===== src/hdl/jrdc_pkg.sv =====
// Shared types, constants and the CRC-32 byte update for the journal record deframer.
// No dependencies; the parser, the result buffer, the top level and the testbench import this package.
`timescale 1ns / 1ps

package jrdc_pkg;

    localparam int unsigned HEADER_BYTES = 13;
    localparam logic [31:0] CRC_POLY     = 32'hEDB8_8320;
    localparam logic [31:0] ALL_ONES     = 32'hFFFF_FFFF;
    localparam logic [31:0] MAGIC_RESET  = 32'h434D_4A4F;
    localparam logic [7:0]  TYPE_MIN     = 8'h01;
    localparam logic [7:0]  TYPE_MAX     = 8'h04;

    // Result status codes
    localparam logic [2:0] ST_OK      = 3'd0;
    localparam logic [2:0] ST_CORRUPT = 3'd1;
    localparam logic [2:0] ST_CRC     = 3'd2;
    localparam logic [2:0] ST_TYPE    = 3'd3;
    localparam logic [2:0] ST_END     = 3'd4;

    // Header byte positions
    localparam logic [3:0] HC_LENGTH = 4'd4;
    localparam logic [3:0] HC_CRC    = 4'd8;
    localparam logic [3:0] HC_TYPE   = 4'd12;

    typedef struct packed {
        logic [2:0]  status;
        logic [7:0]  record_type;
        logic [31:0] record_length;
        logic        journal_end;
    } t_result;

    // Reflected CRC-32 update over one byte, one shift per bit
    function automatic logic [31:0] crc_byte(input logic [31:0] crc, input logic [7:0] b);
        logic [31:0] c;
        c = crc ^ {24'd0, b};
        for (int k = 0; k < 8; k++) begin
            c = c[0] ? (CRC_POLY ^ (c >> 1)) : (c >> 1);
        end
        return c;
    endfunction

endpackage


===== src/hdl/jrdc_in_if.sv =====
// Byte input channel of the journal record deframer.
// Depends on nothing; carries valid, ready and one journal byte with its final flag.
`timescale 1ns / 1ps

interface jrdc_in_if;
    logic       valid;
    logic       ready;
    logic [7:0] journal_byte;
    logic       final_byte;

    modport source (output valid, output journal_byte, output final_byte, input ready);
    modport sink   (input valid, input journal_byte, input final_byte, output ready);
endinterface


===== src/hdl/jrdc_out_if.sv =====
// Result channel of the journal record deframer.
// Depends on nothing; carries valid, ready and one record report.
`timescale 1ns / 1ps

interface jrdc_out_if;
    logic        valid;
    logic        ready;
    logic [2:0]  status;
    logic [7:0]  record_type;
    logic [31:0] record_length;
    logic        journal_end;

    modport source (output valid, output status, output record_type,
                    output record_length, output journal_end, input ready);
    modport sink   (input valid, input status, input record_type,
                    input record_length, input journal_end, output ready);
endinterface


===== src/hdl/jrdc_cfg_if.sv =====
// Configuration write channel of the journal record deframer.
// Depends on nothing; carries valid, ready and the record magic word.
`timescale 1ns / 1ps

interface jrdc_cfg_if;
    logic        valid;
    logic        ready;
    logic [31:0] record_magic;

    modport source (output valid, output record_magic, input ready);
    modport sink   (input valid, input record_magic, output ready);
endinterface


===== src/hdl/jrdc_parse.sv =====
// Record parser: header gathering, payload CRC, length count and status decision.
// Depends on jrdc_pkg and jrdc_in_if; produces at most one result per accepted beat.
`timescale 1ns / 1ps

module jrdc_parse
    import jrdc_pkg::*;
(
    input  logic        i_clk,
    input  logic        i_rst_n,
    jrdc_in_if.sink     i_in,
    input  logic        i_space,
    input  logic [31:0] i_record_magic,
    output logic        o_res_valid,
    output t_result     o_res
);

    logic [3:0]  r_header_count, n_header_count;
    logic [31:0] r_magic_gather, n_magic_gather;
    logic [31:0] r_length_gather, n_length_gather;
    logic [31:0] r_expected_crc, n_expected_crc;
    logic [7:0]  r_type_held, n_type_held;
    logic [31:0] r_payload_left, n_payload_left;
    logic [31:0] r_running_crc, n_running_crc;
    logic        r_in_payload, n_in_payload;
    logic        r_dropping, n_dropping;

    logic        acc;
    logic [7:0]  b;
    logic        fin;
    logic [31:0] crc_next;
    logic [31:0] left_next;
    logic        magic_ok;
    logic        clear;
    logic [2:0]  fin_status;

    assign i_in.ready = i_space;
    assign acc = i_in.valid && i_space;
    assign b   = i_in.journal_byte;
    assign fin = i_in.final_byte;

    assign crc_next  = crc_byte(r_running_crc, b);
    assign left_next = r_payload_left - 32'd1;
    assign magic_ok  = (r_magic_gather == i_record_magic);

    // Decide the record status at its end
    always_comb begin
        logic [31:0] crc_sel;
        logic [7:0]  type_sel;
        crc_sel  = r_in_payload ? crc_next : r_running_crc;
        type_sel = r_in_payload ? r_type_held : b;
        if ((crc_sel ^ ALL_ONES) != r_expected_crc) begin
            fin_status = ST_CRC;
        end else if (type_sel < TYPE_MIN || type_sel > TYPE_MAX) begin
            fin_status = ST_TYPE;
        end else begin
            fin_status = ST_OK;
        end
    end

    // Advance the record state for one beat
    always_comb begin
        n_header_count  = r_header_count;
        n_magic_gather  = r_magic_gather;
        n_length_gather = r_length_gather;
        n_expected_crc  = r_expected_crc;
        n_type_held     = r_type_held;
        n_payload_left  = r_payload_left;
        n_running_crc   = r_running_crc;
        n_in_payload    = r_in_payload;
        n_dropping      = r_dropping;
        clear           = 1'b0;
        o_res_valid     = 1'b0;
        o_res           = '{status: ST_OK, record_type: r_type_held,
                            record_length: r_length_gather, journal_end: fin};

        if (acc) begin
            if (r_dropping) begin
                // Drop everything up to the final byte
                if (fin) begin
                    clear      = 1'b1;
                    n_dropping = 1'b0;
                end
            end else if (!r_in_payload) begin
                n_header_count = r_header_count + 4'd1;
                if (r_header_count < HC_LENGTH) begin
                    n_magic_gather[8*r_header_count[1:0] +: 8] = b;
                end else if (r_header_count < HC_CRC) begin
                    n_length_gather[8*r_header_count[1:0] +: 8] = b;
                end else if (r_header_count < HC_TYPE) begin
                    n_expected_crc[8*r_header_count[1:0] +: 8] = b;
                end else begin
                    n_type_held = b;
                end

                if (r_header_count != HC_TYPE) begin
                    // Short tail: ignore the partial header
                    if (fin) begin
                        o_res_valid = 1'b1;
                        o_res = '{status: ST_END, record_type: 8'd0,
                                  record_length: 32'd0, journal_end: 1'b1};
                        clear = 1'b1;
                    end
                end else if (!magic_ok) begin
                    o_res_valid = 1'b1;
                    o_res = '{status: ST_CORRUPT, record_type: b,
                              record_length: r_length_gather, journal_end: 1'b1};
                    clear      = 1'b1;
                    n_dropping = !fin;
                end else if (r_length_gather == 32'd0) begin
                    o_res_valid = 1'b1;
                    o_res = '{status: fin_status, record_type: b,
                              record_length: r_length_gather,
                              journal_end: fin || (fin_status != ST_OK)};
                    clear      = 1'b1;
                    n_dropping = !fin && (fin_status != ST_OK);
                end else begin
                    n_in_payload   = 1'b1;
                    n_payload_left = r_length_gather;
                    if (fin) begin
                        o_res_valid = 1'b1;
                        o_res = '{status: ST_CORRUPT, record_type: b,
                                  record_length: r_length_gather, journal_end: 1'b1};
                        clear = 1'b1;
                    end
                end
            end else begin
                // Payload byte: run the CRC and count down
                n_running_crc  = crc_next;
                n_payload_left = left_next;
                if (left_next == 32'd0) begin
                    o_res_valid = 1'b1;
                    o_res = '{status: fin_status, record_type: r_type_held,
                              record_length: r_length_gather,
                              journal_end: fin || (fin_status != ST_OK)};
                    clear      = 1'b1;
                    n_dropping = !fin && (fin_status != ST_OK);
                end else if (fin) begin
                    o_res_valid = 1'b1;
                    o_res = '{status: ST_CORRUPT, record_type: r_type_held,
                              record_length: r_length_gather, journal_end: 1'b1};
                    clear = 1'b1;
                end
            end

            if (clear) begin
                n_header_count  = 4'd0;
                n_magic_gather  = 32'd0;
                n_length_gather = 32'd0;
                n_expected_crc  = 32'd0;
                n_type_held     = 8'd0;
                n_payload_left  = 32'd0;
                n_running_crc   = ALL_ONES;
                n_in_payload    = 1'b0;
            end
        end
    end

    always_ff @(posedge i_clk) begin
        if (!i_rst_n) begin
            r_header_count  <= 4'd0;
            r_magic_gather  <= 32'd0;
            r_length_gather <= 32'd0;
            r_expected_crc  <= 32'd0;
            r_type_held     <= 8'd0;
            r_payload_left  <= 32'd0;
            r_running_crc   <= ALL_ONES;
            r_in_payload    <= 1'b0;
            r_dropping      <= 1'b0;
        end else begin
            r_header_count  <= n_header_count;
            r_magic_gather  <= n_magic_gather;
            r_length_gather <= n_length_gather;
            r_expected_crc  <= n_expected_crc;
            r_type_held     <= n_type_held;
            r_payload_left  <= n_payload_left;
            r_running_crc   <= n_running_crc;
            r_in_payload    <= n_in_payload;
            r_dropping      <= n_dropping;
        end
    end

endmodule


===== src/hdl/jrdc_out_buf.sv =====
// Two-entry result buffer between the parser and the result channel.
// Depends on jrdc_pkg and jrdc_out_if; head entry drives the channel.
`timescale 1ns / 1ps

module jrdc_out_buf
    import jrdc_pkg::*;
(
    input  logic       i_clk,
    input  logic       i_rst_n,
    input  logic       i_push,
    input  t_result    i_res,
    output logic       o_space,
    jrdc_out_if.source o_out
);

    logic [1:0] r_count, n_count;
    t_result    r_head;
    t_result    r_tail;
    logic       pop;

    assign pop     = o_out.valid && o_out.ready;
    assign o_space = (r_count != 2'd2);

    assign o_out.valid         = (r_count != 2'd0);
    assign o_out.status        = r_head.status;
    assign o_out.record_type   = r_head.record_type;
    assign o_out.record_length = r_head.record_length;
    assign o_out.journal_end   = r_head.journal_end;

    assign n_count = r_count + {1'b0, i_push} - {1'b0, pop};

    // Hold the count
    always_ff @(posedge i_clk) begin
        if (!i_rst_n) begin
            r_count <= 2'd0;
        end else begin
            r_count <= n_count;
        end
    end

    // Shift the tail forward on a pop; fill the first free entry on a push
    always_ff @(posedge i_clk) begin
        if (pop) begin
            r_head <= (r_count == 2'd2) ? r_tail : i_res;
            r_tail <= i_res;
        end else if (i_push) begin
            if (r_count == 2'd0) begin
                r_head <= i_res;
            end else begin
                r_tail <= i_res;
            end
        end
    end

endmodule


===== src/hdl/journal_record_deframer_crc32.sv =====
// Journal record deframer with CRC-32 check: takes one journal byte per beat and
// reports one result per record (status, type, length, journal end). Each byte is
// handled in the cycle it is accepted, so the block sustains one byte per clock;
// a two-entry result buffer lets bytes keep flowing while a result waits, and
// input ready falls only when two results are waiting. Write the magic register
// only while idle; it resets to 0x434D4A4F and the config channel is always ready.
`timescale 1ns / 1ps

module journal_record_deframer_crc32
    import jrdc_pkg::*;
(
    input  logic       i_clk,
    input  logic       i_rst_n,
    jrdc_in_if.sink    i_in,
    jrdc_cfg_if.sink   i_cfg,
    jrdc_out_if.source o_out
);

    logic [31:0] r_record_magic;
    logic        res_valid;
    t_result     res;
    logic        space;

    // Take configuration writes at any time
    assign i_cfg.ready = 1'b1;

    always_ff @(posedge i_clk) begin
        if (!i_rst_n) begin
            r_record_magic <= MAGIC_RESET;
        end else if (i_cfg.valid) begin
            r_record_magic <= i_cfg.record_magic;
        end
    end

    jrdc_parse u_parse (
        .i_clk          (i_clk),
        .i_rst_n        (i_rst_n),
        .i_in           (i_in),
        .i_space        (space),
        .i_record_magic (r_record_magic),
        .o_res_valid    (res_valid),
        .o_res          (res)
    );

    jrdc_out_buf u_out_buf (
        .i_clk   (i_clk),
        .i_rst_n (i_rst_n),
        .i_push  (res_valid),
        .i_res   (res),
        .o_space (space),
        .o_out   (o_out)
    );

    // Every error report closes the journal
    a_error_ends: assert property (@(posedge i_clk) disable iff (!i_rst_n)
        res_valid && (res.status == ST_CORRUPT || res.status == ST_CRC ||
                      res.status == ST_TYPE) |-> res.journal_end)
        else $error("error result without journal end");

    // A journal-end report carries no record
    a_end_empty: assert property (@(posedge i_clk) disable iff (!i_rst_n)
        res_valid && res.status == ST_END |->
            res.record_type == 8'd0 && res.record_length == 32'd0 && res.journal_end)
        else $error("journal-end result carries record fields");

    // No result is produced without an accepted beat
    a_res_needs_beat: assert property (@(posedge i_clk) disable iff (!i_rst_n)
        res_valid |-> i_in.valid && i_in.ready)
        else $error("result without accepted byte");

    // The result channel is empty at the first edge out of reset
    a_reset_empty: assert property (@(posedge i_clk)
        i_rst_n && !$past(i_rst_n) |-> !o_out.valid)
        else $error("result valid after reset");

endmodule


===== src/flat_wrapper.sv =====
// flat-port wrapper written by rule: the top's interface ports become plain ports
module journal_record_deframer_crc32_flat import jrdc_pkg::*;
  (i_clk, i_rst_n, i_in_valid, i_in_journal_byte, i_in_final_byte, i_in_ready, i_cfg_valid, i_cfg_record_magic, i_cfg_ready, o_out_valid, o_out_status, o_out_record_type, o_out_record_length, o_out_journal_end, o_out_ready);
  jrdc_in_if i_in_i ();
  jrdc_cfg_if i_cfg_i ();
  jrdc_out_if o_out_i ();
  input  logic i_clk;
  input  logic i_rst_n;
  input wire logic [$bits(i_in_i.valid)-1:0] i_in_valid;
  input wire logic [$bits(i_in_i.journal_byte)-1:0] i_in_journal_byte;
  input wire logic [$bits(i_in_i.final_byte)-1:0] i_in_final_byte;
  output wire logic [$bits(i_in_i.ready)-1:0] i_in_ready;
  input wire logic [$bits(i_cfg_i.valid)-1:0] i_cfg_valid;
  input wire logic [$bits(i_cfg_i.record_magic)-1:0] i_cfg_record_magic;
  output wire logic [$bits(i_cfg_i.ready)-1:0] i_cfg_ready;
  output wire logic [$bits(o_out_i.valid)-1:0] o_out_valid;
  output wire logic [$bits(o_out_i.status)-1:0] o_out_status;
  output wire logic [$bits(o_out_i.record_type)-1:0] o_out_record_type;
  output wire logic [$bits(o_out_i.record_length)-1:0] o_out_record_length;
  output wire logic [$bits(o_out_i.journal_end)-1:0] o_out_journal_end;
  input wire logic [$bits(o_out_i.ready)-1:0] o_out_ready;
  assign i_in_i.valid = i_in_valid;
  assign i_in_i.journal_byte = i_in_journal_byte;
  assign i_in_i.final_byte = i_in_final_byte;
  assign i_in_ready = i_in_i.ready;
  assign i_cfg_i.valid = i_cfg_valid;
  assign i_cfg_i.record_magic = i_cfg_record_magic;
  assign i_cfg_ready = i_cfg_i.ready;
  assign o_out_valid = o_out_i.valid;
  assign o_out_status = o_out_i.status;
  assign o_out_record_type = o_out_i.record_type;
  assign o_out_record_length = o_out_i.record_length;
  assign o_out_journal_end = o_out_i.journal_end;
  assign o_out_i.ready = o_out_ready;
  journal_record_deframer_crc32 u_core (.i_clk(i_clk), .i_rst_n(i_rst_n), .i_in(i_in_i), .i_cfg(i_cfg_i), .o_out(o_out_i));
endmodule

===== config.mk =====
export PLATFORM = sky130hd
export DESIGN_NAME = journal_record_deframer_crc32_flat
export DESIGN_NICKNAME = d
export VERILOG_FILES = /design/src/hdl/jrdc_pkg.sv /design/src/hdl/jrdc_in_if.sv /design/src/hdl/jrdc_out_if.sv /design/src/hdl/jrdc_cfg_if.sv /design/src/hdl/jrdc_parse.sv /design/src/hdl/jrdc_out_buf.sv /design/src/hdl/journal_record_deframer_crc32.sv /design/src/flat_wrapper.sv
export SDC_FILE = /design/constraint.sdc
export NUM_CORES = 1
export LEC_CHECK = 0
export BUFFER_PORTS_ARGS = -buffer_cell sky130_fd_sc_hd__buf_2
export CORE_ASPECT_RATIO = 1.2
export CORE_MARGIN = 10
export CORE_UTILIZATION = 35
export CTS_CLUSTER_DIAMETER = 150
export DETAILED_ROUTE_END_ITERATION = 8
export MAX_ROUTING_LAYER = met4
export SLEW_MARGIN = 20
export SYNTH_ARGS = -nofsm -noshare
export SYNTH_HDL_FRONTEND = slang
export SYNTH_SLANG_ARGS = --single-unit

===== constraint.sdc =====
create_clock -name i_clk -period 5.55 [get_ports i_clk]
set_clock_uncertainty 0.05 [all_clocks]
set_input_delay 1.11 -clock i_clk [delete_from_list [all_inputs] [get_ports i_clk]]
set_output_delay 1.11 -clock i_clk [all_outputs]
set_load 0.01 [all_outputs]

==> flow_summary_export.csv <==
group,metric,value,unit
clock_network,ctsResizeCount,0,
timing,setup_tns,0,ns
grt,grt_max_degree,80,
die,die_w,208,um
die,die_area,0.0510,mm2
placed_design,port_buffers,91,
logic_synthesis,netlist_instances,1531,
placed_design,hpwl,32600,um
critical_path,r2r_setup_slack,0.57,ns
critical_path,crit_required,5.66,ns
timing,slew_headroom,25.2,%
grt,grt_antenna_before_repair,1,
hold_path,whs_path_depth,2,
critical_path,reg2reg_to,"u_core.u_out_buf.r_tail[27]",
power_and_ir_drop,max-vdd-ir-drop,0.000246,V
placed_design,placed_area,0.0158,mm2
outcome,status,"complete, no violations",
critical_path,arrival,5.09,ns
timing,rsz0062_at_grt,"no",
cells_and_area,antennaDiodeCount,0,
routing,drt-total-wl,45700,um
critical_path,reg2reg_depth,12,
timing,finalHoldViolCount,0,
die,fp.dieH,245,um
logic_synthesis,ys_seq_elements,296,
timing,tightest_slew,1.11,ns
logic_synthesis,synth.cell_area,0.0148,mm2
logic_synthesis,avgSynthCellArea,9.68,um2
critical_path,endpoint_kind,"flip-flop",
clock_network,clkTransAtPathRegs,0.06,ns
timing,fin_ws,0.566,ns
clock_network,htree_levels,2,
timing,maxSlewViolCount,0,
timing,fmax,201,MHz
logic_synthesis,synth-async-reset-ratio,0,%
die,num_rows,82,
clock_network,tritoncts.num_buffers,34,
cells_and_area,regArea,0.00681,mm2
clock_network,clock_path_buffers,3,
routing,first_pass_iters,6,
hold_path,worstHoldStart,"u_core.u_parse.r_magic_gather[8]",
placed_design,gp_congestion,0.898,
power_and_ir_drop,p_leak,6.61,nW
placed_design,pre_cts_slack,0.375,ns
routing,vias_per_cell,5.62,
routing,final_antenna_net_count,0,
die,start_util,35.4,%
clock_network,postCtsSetupRepairBufs,0,
die,io_pins,93,
timing,setup_viol,0,
cells_and_area,nets,1648,
clock_network,cts_hold_buf,0,
logic_synthesis,synth-edff-count,88,
critical_path,crit_fanout,41,
routing,drc,0,
timing,fin_crit_sh,89.8,%
critical_path,path_class,"reg2reg",
logic_synthesis,ys_seq_area_share,45.9,%
logic_synthesis,syn_nets,1586,
grt,grt_usage,17.6,%
cells_and_area,final_area,0.0169,mm2
cells_and_area,final_common_cell,"dfxtp_1",
clock_network,root_buffer,"clkbuf_16",
routing,routedWlPerCell,21.1,um
grt,first_global_vias,11700,
hold_path,holdCritPathClass,"reg2reg",
cells_and_area,postLayoutCoreUtil,40.3,%
run,maxCapViolations,0,
hold_path,min_to,"u_core.u_parse.r_magic_gather[8]",
cells_and_area,area_growth,13.9,%
clock_network,cts_tree,"done",
cells_and_area,final_cell_mix,"dfxtp_1 (207), nand2_1 (170), buf_2 (90), edfxtp_1 (88), o21ai_0 (83)",
critical_path,reg2reg_from,"u_core.u_parse.r_payload_left[0]",
clock_network,clock_latency,0.53,ns
grt,grt.overflow.total,0,
cells_and_area,n_fill_cell,4136,
logic_synthesis,ys.flop_type,"dfxtp_1",
cells_and_area,multi_input_area,0.00755,mm2
power_and_ir_drop,powerDensity,349,mW/mm2
logic_synthesis,ys_types,85,
grt,grt_pass1_wl,70400,um
timing,layout_min_cycle_time,4.98,ns
critical_path,start_kind,"flip-flop",
cells_and_area,drive_above_1_share,15.2,%
die,core-area,0.0419,mm2
logic_synthesis,ys_warn_count,0,
routing,drt-initial-drc-count,918,
routing,dr_total_vias,12200,
clock_network,clkSinkCount,296,
-- synthesized netlist by cell type, types with 42 or more instances --
master | number | area share [%]
dfxtp_1 | 208 | 28
nand2_1 | 170 | 4.3
edfxtp_1 | 88 | 18
o21ai_0 | 83 | 2.8
nor2_1 | 80 | 2.0
xnor2_1 | 73 | 4.3
nand3_1 | 70 | 2.4
clkbuf_1 | 66 | 1.7
mux2i_1 | 63 | 4.3
xor2_1 | 58 | 3.4
and2_1 | 47 | 2.0
a21oi_1 | 45 | 1.5
a22o_1 | 44 | 2.6
mux2_2 | 42 | 3.2
-- worst max-delay path by stage --
stage	from	end	depth (start not counted)
after floorplan	u_core.u_parse.r_payload_left[12]	u_core.u_out_buf.r_tail[0]	12
after global placement	i_in_journal_byte[7]	u_core.u_out_buf.o_out.journal_end	11
after detailed placement	i_in_journal_byte[7]	u_core.u_out_buf.o_out.journal_end	11
after CTS	u_core.u_parse.r_payload_left[0]	u_core.u_out_buf.r_tail[32]	12
after global routing	u_core.u_parse.r_payload_left[0]	u_core.u_out_buf.r_tail[32]	12
final	u_core.u_parse.r_payload_left[0]	u_core.u_out_buf.r_tail[27]	12
-- area by class of cell --
cell class	instances	area share, %
Clock inverter	16	0.778
Clock buffer	43	5.54
Timing Repair Buffer	119	3.96
Multi-Input combinational cell	1114	44.7
Tap cell	546	4.05
Sequential cell	296	40.3
Inverter	28	0.622
-- routing by layer --
| metal | vias to the layer above | global-route usage [%] | wire (um) |
|---|---|---|---|
| li1 | 5700 | - | - |
| met5 | - | - | 0 |
| met4 | 0 | 6.46 | 1610 |
| met2 | 407 | 28.6 | 21900 |
| met3 | 106 | 2.35 | 2210 |
| met1 | 5937 | 22.0 | 20000 |
-- where the power goes --
| part | total (mW) | leakage [nW] | switching [mW] | internal [mW] |
|---|---|---|---|---|
| Clock | 2.19 | 0.518 | 0.936 | 1.25 |
| Combinational | 1.06 | 3.56 | 0.701 | 0.363 |
| Sequential | 2.64 | 2.54 | 0.0850 | 2.55 |
-- per-stage QoR --
stage          power [mW]  std cells  hold slack [ns]
2_1_floorplan        3.35       1531            0.398
3_3_place_gp         3.73       2103            0.409
3_5_place_dp         3.75       2103            0.415
4_1_cts              5.93       2162            0.423
5_1_grt              6.12       2162            0.443
6_report             5.89       2162            0.423
-- cell families after synthesis --
family          synth area share, %
flops                          45.9
compound gates                 14.8
simple gates                   18.0
buf+inv                        3.39
fa+ha+maj                     0.760
mux                            7.44
xor+xnor                       9.69
other cells                  0.0253
-- sequential cells by signal, summed over array words and instances (netlist names) --
name                                  cells
u_core.u_parse.r_type_held                8
u_core.u_out_buf.o_out.journal_end        1
u_core.u_out_buf.o_out.record_length     32
u_core.r_record_magic                    32
u_core.u_parse.r_magic_gather            32
u_core.u_parse.r_payload_left            32
u_core.u_out_buf.r_count                  2
u_core.u_parse.r_header_count             4
u_core.u_parse.r_in_payload               1
u_core.u_parse.r_running_crc             32
u_core.u_out_buf.o_out.status             3
u_core.u_parse.r_dropping                 1
u_core.u_parse.r_length_gather           32
u_core.u_out_buf.o_out.record_type        8
u_core.u_out_buf.r_tail                  44
u_core.u_parse.r_expected_crc            32
-- critical path, cell delays in order (launching register included) --
cell,delay (ns)
dfxtp_1,0.36
inv_1,0.12
ha_1,0.32
or3b_2,0.53
nor4_1,0.69
nand4b_1,0.18
a21oi_1,0.24
o2111ai_1,0.17
or4b_1,0.76
a21oi_1,0.37
nor2_1,0.12
nor2_4,0.15
buf_4,0.49
Note: power is estimated with default switching activity, not from simulation.
